[src/design/bpff_pkg.sv]
`default_nettype none
package bpff_pkg;

  // Field widths
  localparam int SIZE_W   = 20;
  localparam int HANDLE_W = 32;
  localparam int BYTES_W  = 24;
  localparam int OUTC_W   = 3;

  // Default pool depth and budget after reset
  localparam int POOL_ENTRIES_DEF = 16;
  localparam logic [BYTES_W-1:0] CACHE_LIMIT_RST = 24'd1048576;

  // Operation codes
  localparam logic CMD_ALLOC = 1'b0;
  localparam logic CMD_FREE  = 1'b1;

  // Outcome codes
  localparam logic [OUTC_W-1:0] OUTC_REUSE    = 3'd0;
  localparam logic [OUTC_W-1:0] OUTC_MISS     = 3'd1;
  localparam logic [OUTC_W-1:0] OUTC_CACHED   = 3'd2;
  localparam logic [OUTC_W-1:0] OUTC_RELEASED = 3'd3;
  localparam logic [OUTC_W-1:0] OUTC_INVALID  = 3'd4;

  // Per-cell load controls
  typedef struct packed {
    logic take_next;
    logic take_new;
  } cell_ctl_t;

endpackage
`default_nettype wire

[src/design/bpff_cell.sv]
`default_nettype none
module bpff_cell (
  input  wire logic                       clk,
  input  wire bpff_pkg::cell_ctl_t        ctl,
  input  wire logic [bpff_pkg::HANDLE_W-1:0] nxt_handle,
  input  wire logic [bpff_pkg::SIZE_W-1:0]   nxt_length,
  input  wire logic [bpff_pkg::HANDLE_W-1:0] new_handle,
  input  wire logic [bpff_pkg::SIZE_W-1:0]   new_length,
  output logic      [bpff_pkg::HANDLE_W-1:0] handle,
  output logic      [bpff_pkg::SIZE_W-1:0]   length
);
  import bpff_pkg::*;

  // Load an appended descriptor, or take the neighbor's on rotate or compact
  always_ff @(posedge clk) begin
    if (ctl.take_new) begin
      handle <= new_handle;
      length <= new_length;
    end else if (ctl.take_next) begin
      handle <= nxt_handle;
      length <= nxt_length;
    end
  end

endmodule
`default_nettype wire

[src/design/buffer_pool_first_fit_unit.sv]
`default_nettype none
// First-fit recycling pool of buffer descriptors held in a row of
// POOL_ENTRIES cells, oldest at cell 0. A free (tuser = 1) is decided and
// appended in the cycle it is accepted, so its result appears in the
// next cycle. An allocate (tuser = 0) rotates the whole row once through
// cell 0, one cell per cycle, to find the oldest entry that fits, then
// closes the gap once the output register is free, registering its result
// as it does so. A new request is accepted only while the block is idle
// and the output register is empty or being drained in the same cycle, so a
// stalled consumer also holds off further requests. cache_limit is written
// through the cfg channel, which is always ready.
module buffer_pool_first_fit_unit #(
  parameter int POOL_ENTRIES = bpff_pkg::POOL_ENTRIES_DEF
) (
  input  wire logic        clk,
  input  wire logic        rst,
  // Configuration: cache_limit
  input  wire logic        cfg_valid,
  output logic             cfg_ready,
  input  wire logic [23:0] cfg_data,
  // Requests
  input  wire logic        s_tvalid,
  output logic             s_tready,
  input  wire logic [55:0] s_tdata,   // size[19:0], handle[51:20], zero pad
  input  wire logic        s_tuser,   // cmd
  // Results
  output logic             m_tvalid,
  input  wire logic        m_tready,
  output logic      [79:0] m_tdata,   // out_handle[31:0], out_length[51:32],
                                      // cached_bytes[75:52], zero pad
  output logic      [2:0]  m_tuser    // outcome
);
  import bpff_pkg::*;

  localparam int CW = $clog2(POOL_ENTRIES + 1);
  localparam logic [CW-1:0] LAST = CW'(POOL_ENTRIES - 1);
  localparam logic [CW-1:0] FULL = CW'(POOL_ENTRIES);

  localparam logic [1:0] ST_IDLE = 2'd0;
  localparam logic [1:0] ST_SCAN = 2'd1;
  localparam logic [1:0] ST_DONE = 2'd2;

  logic [1:0]          state;
  logic [CW-1:0]       count;
  logic [BYTES_W-1:0]  total;
  logic [BYTES_W-1:0]  limit;
  logic [CW-1:0]       step;
  logic [CW-1:0]       hit;
  logic                found;
  logic [SIZE_W-1:0]   req_size;
  logic [HANDLE_W-1:0] cap_handle;
  logic [SIZE_W-1:0]   cap_length;

  logic [OUTC_W-1:0]   o_outcome;
  logic [HANDLE_W-1:0] o_handle;
  logic [SIZE_W-1:0]   o_length;
  logic [BYTES_W-1:0]  o_bytes;

  logic [HANDLE_W-1:0] cell_handle [POOL_ENTRIES];
  logic [SIZE_W-1:0]   cell_length [POOL_ENTRIES];
  cell_ctl_t           cell_ctl    [POOL_ENTRIES];

  logic                in_cmd;
  logic [SIZE_W-1:0]   in_size;
  logic [HANDLE_W-1:0] in_handle;
  logic                in_xfer;
  logic                out_free;
  logic [BYTES_W:0]    budget_sum;
  logic                over_budget;
  logic                pool_full;
  logic                free_ok;
  logic                scan_hit;
  logic                finish;
  logic                compact;
  logic                rotate;
  logic [BYTES_W-1:0]  cap_len_w;
  logic [BYTES_W-1:0]  reuse_total;

  assign in_cmd    = s_tuser;
  assign in_size   = s_tdata[19:0];
  assign in_handle = s_tdata[51:20];

  assign out_free = !m_tvalid || m_tready;
  assign s_tready = (state == ST_IDLE) && out_free;
  assign in_xfer  = s_tvalid && s_tready;
  assign cfg_ready = 1'b1;

  // Budget check without overflow
  assign budget_sum  = {1'b0, total} + (BYTES_W + 1)'(in_size);
  assign over_budget = budget_sum >= {1'b0, limit};
  assign pool_full   = (count == FULL);
  assign free_ok     = in_xfer && (in_cmd == CMD_FREE) && (in_handle != '0)
                       && !over_budget && !pool_full;

  // First fit: the head cell holds original entry number step
  assign rotate   = (state == ST_SCAN);
  assign scan_hit = rotate && !found && (step < count) && (cell_length[0] >= req_size);
  assign finish   = (state == ST_DONE) && out_free;
  assign compact  = finish && found;

  // Lower the total on reuse, floored at zero
  assign cap_len_w   = BYTES_W'(cap_length);
  assign reuse_total = (total >= cap_len_w) ? (total - cap_len_w) : '0;

  // Row of cells: each takes from its right neighbor, the last from the head
  for (genvar i = 0; i < POOL_ENTRIES; i++) begin : g_cell
    localparam int NXT = (i == POOL_ENTRIES - 1) ? 0 : i + 1;
    assign cell_ctl[i].take_next = rotate || (compact && (CW'(i) >= hit));
    assign cell_ctl[i].take_new  = free_ok && (CW'(i) == count);
    bpff_cell u_cell (
      .clk        (clk),
      .ctl        (cell_ctl[i]),
      .nxt_handle (cell_handle[NXT]),
      .nxt_length (cell_length[NXT]),
      .new_handle (in_handle),
      .new_length (in_size),
      .handle     (cell_handle[i]),
      .length     (cell_length[i])
    );
  end

  // Control state
  always_ff @(posedge clk) begin
    if (rst) begin
      state    <= ST_IDLE;
      count    <= '0;
      total    <= '0;
      limit    <= CACHE_LIMIT_RST;
      step     <= '0;
      found    <= 1'b0;
      m_tvalid <= 1'b0;
    end else begin
      if (cfg_valid && cfg_ready) begin
        limit <= cfg_data;
      end
      // Raise valid when a result is loaded, drop it after the transfer
      if ((in_xfer && (in_cmd == CMD_FREE)) || finish) begin
        m_tvalid <= 1'b1;
      end else if (m_tready) begin
        m_tvalid <= 1'b0;
      end
      case (state)
        ST_IDLE: begin
          if (in_xfer) begin
            if (in_cmd == CMD_FREE) begin
              if (free_ok) begin
                count <= count + 1'b1;
                total <= total + BYTES_W'(in_size);
              end
            end else begin
              step  <= '0;
              found <= 1'b0;
              state <= ST_SCAN;
            end
          end
        end
        ST_SCAN: begin
          if (scan_hit) begin
            found <= 1'b1;
          end
          step <= step + 1'b1;
          if (step == LAST) begin
            state <= ST_DONE;
          end
        end
        ST_DONE: begin
          if (finish) begin
            state <= ST_IDLE;
            if (found) begin
              count <= count - 1'b1;
              total <= reuse_total;
            end
          end
        end
        default: begin
          state <= ST_IDLE;
        end
      endcase
    end
  end

  // Request capture and result payload
  always_ff @(posedge clk) begin
    if (in_xfer) begin
      req_size <= in_size;
    end
    if (scan_hit) begin
      hit        <= step;
      cap_handle <= cell_handle[0];
      cap_length <= cell_length[0];
    end
    if (in_xfer && (in_cmd == CMD_FREE)) begin
      o_handle <= '0;
      o_length <= '0;
      if (in_handle == '0) begin
        o_outcome <= OUTC_INVALID;
        o_bytes   <= total;
      end else if (free_ok) begin
        o_outcome <= OUTC_CACHED;
        o_bytes   <= total + BYTES_W'(in_size);
      end else begin
        o_outcome <= OUTC_RELEASED;
        o_bytes   <= total;
      end
    end else if (finish) begin
      if (found) begin
        o_outcome <= OUTC_REUSE;
        o_handle  <= cap_handle;
        o_length  <= cap_length;
        o_bytes   <= reuse_total;
      end else begin
        o_outcome <= OUTC_MISS;
        o_handle  <= '0;
        o_length  <= req_size;
        o_bytes   <= total;
      end
    end
  end

  assign m_tdata = {4'b0, o_bytes, o_length, o_handle};
  assign m_tuser = o_outcome;

`ifndef SYNTHESIS
  // Fill level never passes the pool depth
  a_count_range: assert property (@(posedge clk) disable iff (rst)
    count <= FULL)
    else $error("pool count above depth");

  // The fill level holds still while a search rotates the row
  a_scan_count: assert property (@(posedge clk) disable iff (rst)
    (state == ST_SCAN) |=> $stable(count))
    else $error("pool count changed during search");

  // A null free reports invalid on the next cycle
  a_null_free: assert property (@(posedge clk) disable iff (rst)
    (in_xfer && (in_cmd == CMD_FREE) && (in_handle == '0))
      |=> (m_tvalid && (m_tuser == OUTC_INVALID)))
    else $error("null free not reported");

  // A cached free keeps the total below the budget
  a_cached_budget: assert property (@(posedge clk) disable iff (rst)
    (m_tvalid && (m_tuser == OUTC_CACHED)) |-> (o_bytes < limit))
    else $error("cached total reached budget");
`endif

endmodule
`default_nettype wire

[config.mk]
export PLATFORM = sky130hd
export DESIGN_NAME = buffer_pool_first_fit_unit
export DESIGN_NICKNAME = d
export VERILOG_FILES = /design/src/design/bpff_pkg.sv /design/src/design/bpff_cell.sv /design/src/design/buffer_pool_first_fit_unit.sv
export SDC_FILE = /design/constraint.sdc
export NUM_CORES = 1
export LEC_CHECK = 0
export ABC_AREA = 1
export BUFFER_PORTS_ARGS = -buffer_cell sky130_fd_sc_hd__buf_2
export CORE_ASPECT_RATIO = 0.8
export CORE_MARGIN = 3
export CORE_UTILIZATION = 50
export DETAILED_ROUTE_END_ITERATION = 10
export GPL_TIMING_DRIVEN = 0
export HOLD_SLACK_MARGIN = 0.03
export PLACE_DENSITY = 0.68
export SYNTH_ARGS = -nofsm -noshare
export SYNTH_HDL_FRONTEND = slang
export SYNTH_SLANG_ARGS = --single-unit
[constraint.sdc]
create_clock -name clk -period 8.2 [get_ports clk]
set_input_delay 0.41 -clock clk [delete_from_list [all_inputs] [get_ports clk]]
set_output_delay 0.41 -clock clk [all_outputs]
set_load 0.01 [all_outputs]
# Word level (Yosys, flattened, before mapping)
# Index checks and enable logic that the tools add are counted.
# W data, S select, Z words.
# word_totals
in_bits,86
reg_bits,1050
wordCells,294
out_inout_bits,86
# classes
magnitude_cmp,20
n_reduce_logical,94
add_sub_neg,6
mux,100
n_eq_ne,27
# ops
cell,count
$mux W32,33
$mux W20,33
$mux W24,8
$pmux W24 S2,1
$logic_and A1 B1 Y1,43
$eq A4 B5 Y1 const A,8
$ge A4 B5 Y1 const A,8
$reduce_bool A2 Y1,20
$mux W5,7
$logic_not A32 Y1,1
$reduce_bool A32 Y1,1
$add A24 B20 Y25,1
$ge A25 B24 Y1,1
$add A24 B20 Y24,1
$ge A24 B20 Y1,1
$sub A24 B20 Y24,1
$eq A3 B5 Y1 const A,4
$ge A20 B20 Y1,1
$ge A3 B5 Y1 const A,4
$pmux W5 S2,2
$logic_or A1 B1 Y1,18
$ne A2 B2 Y1 const B,7
$reduce_and A4 Y1,3
$add A5 B1 Y5 const B,2
21 further kinds,38

# Depth between registers and ports, before layout
# logic_depth
depth_word,12
mapped_depth,29

# By module
# Synthesis repeated with hierarchy kept, for this count alone.
# hier_totals
hier_cells,5406
area_unflattened_um2,51094.0
# modules_own_cells
mod,n_inst,cells_per_inst,area_per_inst_um2
bpff_cell,16,221,2341.0
buffer_pool_first_fit_unit,1,1870,13638.1

# Least setup slack after synthesis
# Ideal clock, no wire load.
# synth_timing
path_type,input to register
start,input port s_tdata[1]
end,register g_cell[13].u_cell.handle[0] in the netlist's numbering (enable)
path_buffers,3
required_ns,7.301
stages,27
arrival_time_ns,5.259
path_slack_ns,2.041
cell_sequence,inv_1 clkbuf_1 fa_1 inv_1 nand3_1 nand2_2 a21oi_4 o21ai_1 nand2_1 nand2_1 xor2_1 ha_1 nand4_1 nor3_1 nand2_1 nand2_1 nand2_1 nand2_1 nand2_1 nand2_1 nand2_1 nand2_4 buf_6 nor2_4 nand2_2 clkbuf_1 o21ai_0
# synth_between
elab_chain_len,7
# synth_rtl
item,line,rtl
start: declaration,buffer_pool_first_fit_unit.sv:24,"input wire logic [55:0] s_tdata,"
$add A24 B20 Y25,buffer_pool_first_fit_unit.sv:89,"assign budget_sum = {1'b0, total} + (BYTES_W + 1)'(in_size);"
$ge A25 B24 Y1,buffer_pool_first_fit_unit.sv:90,"assign over_budget = budget_sum >= {1'b0, limit};"
$logic_not A1 Y1,buffer_pool_first_fit_unit.sv:93,&& !over_budget && !pool_full;
$logic_and A1 B1 Y1 (2 in series),buffer_pool_first_fit_unit.sv:93,
$logic_and A1 B1 Y1,buffer_pool_first_fit_unit.sv:109,assign cell_ctl[i].take_new = free_ok && (CW'(i) == count);
$reduce_bool A2 Y1 (no source line),--,
end signal: assignment,bpff_cell.sv:17,handle <= new_handle;
end signal: assignment,bpff_cell.sv:20,handle <= nxt_handle;
end: declaration,bpff_cell.sv:9,"output logic [bpff_pkg::HANDLE_W-1:0] handle,"
# Every way passes these cells.
# A chain may end at the register's enable or synchronous reset.

# Worst setup path in the final report
# layout_timing
start,input port s_tdata[1]
end,register g_cell[10].u_cell.length[7] in the netlist's numbering (enable)
# layout_between
elab_chain_len,7
# layout_rtl
item,line,rtl
$add A24 B20 Y25,buffer_pool_first_fit_unit.sv:89,
$ge A25 B24 Y1,buffer_pool_first_fit_unit.sv:90,
$logic_not A1 Y1,buffer_pool_first_fit_unit.sv:93,
$logic_and A1 B1 Y1 (2 in series),buffer_pool_first_fit_unit.sv:93,
$logic_and A1 B1 Y1,buffer_pool_first_fit_unit.sv:109,
$reduce_bool A2 Y1 (no source line),--,
end signal: assignment,bpff_cell.sv:18,length <= new_length;
end signal: assignment,bpff_cell.sv:21,length <= nxt_length;
end: declaration,bpff_cell.sv:10,output logic [bpff_pkg::SIZE_W-1:0] length
# Every way passes these cells.

==> flow_summary.yaml <==
timing:
  worstMarginPinSlew_ns: 1.33
  hold_viol: 0
  post-route-period-util_pct: 88.7
  hold_ws_ns: 0.0590
  period_minus_slack_ns: 7.27
  rsz0062_at_grt: "false"
  fmax_ghz: 0.137
  slew_headroom_pct: 11.3
  maxSlewViolCount: 0
  finalSetupViolCount: 0
  fin_skew_ns: 0.0366
grt:
  met3_usage_pct: 8.61
  use_met1_pct: 45.2
  use_met2_pct: 38.4
  grt_max_degree: 53
  grt_pass1_wl_um: 210000
  antenna_found_initial: 7
  grt.total_usage_pct: 28.8
  overflow: 0
  grt_pass1_vias: 32800
  busiest_layer: "met1"
finish:
  final_common_cell: "nand2_1"
  area_delta_synth_final_pct: 13.7
  finalNetCount: 4942
  drive_gt1_share_pct: 10.8
  ff_latch_area_um2: 30400
  fill_cells: 7808
  final_cell_mix: "1170 x nand2_1, 936 x edfxtp_1, 707 x o21ai_1"
  multi_input_area_um2: 14000
min_path:
  min_to: "limit[17]"
  hold_depth: 3
  holdCritPathClass: "in2reg"
  min-delay-start: "cfg_data[17]"
logic_synthesis:
  synth_top_flop_cell: "edfxtp_1"
  synth_area_um2: 46600
  ys_ff_latch: 1050
  synth_edf_count: 936
  synthDistinctLibCells: 47
  yosys_warnings: 0
  avgSynthCellArea_um2: 10.5
  synth_top_area_cell: "edfxtp_1"
  yosysSeqAreaShare_pct: 65.2
  async_flop_share_pct: 0
  syn_inst: 4434
  ys_top_cells_by_area: "edfxtp_1 60%, nand2_1 9.5%, o21ai_1 7.6%"
  synth_top_area_share_pct: 60.3
worst_setup_path:
  critical_path_class: "in2reg"
  max_stage_delay_ns: 0.55
  cpMaxStageDelayCell: "fa_1"
  cp-end-kind: "flip-flop"
  worst_path_most_repeated_cell: "nand2_1"
  r2r-end: "g_cell[10].u_cell.length[7]"
  ff2ff_path_depth: 24
  cp-start-kind: "primary input"
  critPathArrivalTime_ns: 7.66
  crit_fanout: 10
  crit_required_ns: 8.58
  crit-reg2reg-launch: "total[4]"
  r2r_setup_slack_ns: 1.12
clock_tree:
  clkTransAtPathRegs_ns: 0.06
  h-tree-depth: 3
  cts_setup_buffers: 0
  ctsRootBufferMaster: "clkbuf_16"
  cts_sinks: 1050
  cts_resized: 0
  tritoncts: "done"
  cts_max_path_buffers: 3
  clkLatencyLatePin_ns: 0.69
  cts_buffers: 102
  cts_hold_buf: 30
power:
  ir_drop_mv: 0.148
  internal_power_w: 0.00883
  pwr-share-seq_pct: 53.0
  p_sw_share_pct: 23.9
  design_power_total_w: 0.0116
  clock_power_share_pct: 39.6
  p_leak_nw: 21.1
  pwr-share-comb_pct: 7.4
  switching_power_w: 0.00278
  cellPowerDensity_nw_per_um2: 219
die:
  io_pins: 172
  placement_rows: 99
  start_util_pct: 50.8
  die_area_um2: 96900
  dieWidth_um: 347
  coreArea_um2: 91800
  die_h_um: 279
run:
  max_cap_violations: 0
placed_design:
  hpwl_um: 103000
  globalplace.congestion: 1.12
  io_buffers: 162
drt:
  drtIter0Drc: 4946
  drtPass1Iterations: 6
  drc: 0
  wire_per_inst_um: 23.3
  vias: 35700
  drt_wl_total_um: 141000
  avgViaCountPerCell: 5.89
  detail-route-antenna-nets: 0
status:
  status: "complete, no violations"
per-layer routing:
metal	wire, µm	vias up	part of all wire, %
li1	-	16200	-
met1	64000	17400	45
met2	55700	1862	40
met3	17100	223	12
met4	3910	6	2.8
met5	133	-	0.094
logic make-up after synthesis:
kind of cell	Yosys count	synth area share, %
other	2	0.0161
xor gates and xnor gates	37	0.696
buffers and inverters	534	4.90
and+or+nand+nor	1522	13.3
adders and majority gates	98	2.66
AOI/OAI and AO/OA	1191	13.2
DFF	1050	65.2
critical path, delay by kind of cell:
family	cells	cell delay, ns
XOR/XNOR	1	0.52
buffers and inverters	9	2.61
AO/OA/AOI/OAI	6	1.25
adder cells (fa/ha/maj)	2	0.93
AND/OR/NAND/NOR	13	1.89
worst max path at each step:
stage,start,cells after the start,end,slack [ns]
after floorplan,s_tdata[1],27,g_cell[13].u_cell.handle[0],2.04
after global placement,state[1],10,g_cell[14].u_cell.handle[26],-2.36
after detailed placement,s_tdata[1],30,g_cell[10].u_cell.length[4],1.14
after CTS,s_tdata[1],31,g_cell[10].u_cell.length[7],1.29
after global routing,s_tdata[1],31,g_cell[10].u_cell.length[7],0.77
final,s_tdata[1],31,g_cell[10].u_cell.length[7],0.93
cell usage after synthesis, types with 4 or more instances:
master,instances
a21o_1,7
a21oi_1,196
a22oi_1,32
a31oi_1,4
buf_1,8
buf_2,81
buf_4,6
buf_6,20
clkbuf_1,175
dfxtp_1,114
edfxtp_1,936
ha_1,96
inv_1,237
inv_2,4
nand2_1,1179
nand2_2,6
nand3_1,140
nand3_2,8
nand4_1,26
nor2_1,96
nor2_4,5
nor3_1,17
nor4_1,6
o21ai_0,225
o21ai_1,707
o21bai_1,8
or2_2,31
xnor2_1,8
xor2_1,29
area by class of cell:
class | instances | share of cell area, %
Sequential cell | 1050 | 57.4
Multi-Input combinational cell | 2853 | 26.5
Inverter | 244 | 1.74
Clock inverter | 56 | 0.836
Tap cell | 1212 | 2.86
Buffer | 290 | 2.57
Clock buffer | 133 | 5.17
Antenna cell | 3 | 0.0142
Timing Repair Buffer | 217 | 2.94
power groups by stage:
stage               combinational [W]  sequential, W  clock, W
finish                       0.000858        0.00615   0.00460
CTS                          0.000839        0.00616   0.00463
floorplan                    0.000488        0.00626         0
global placement             0.000772        0.00630         0
detailed placement           0.000824        0.00627         0
global route                 0.000939        0.00617   0.00483
metrics by stage:
stage / worst slack (ns) / utilization (%) / instance area, µm² / std cells / TNS, ns
6_report: 0.927 / 57.7 / 53000 / 6058 / 0
5_1_grt: 0.774 / 57.7 / 53000 / 6055 / 0
4_1_cts: 1.29 / 57.7 / 53000 / 6055 / 0
3_5_place_dp: 1.14 / 53.9 / 49500 / 5836 / 0
3_3_place_gp: -2.36 / 53.3 / 48900 / 5811 / -716.33
2_1_floorplan: 2.04 / - / 46600 / 4437 / 0
flip-flops by register name, indices dropped and copies added, names as in the netlist, 24 cells and up:
signal / count
o_handle: 32
cap_handle: 32
limit: 24
g_cell.u_cell.handle: 512
o_bytes: 24
g_cell.u_cell.length: 320
total: 24
Power figures use the tool's default switching activity.
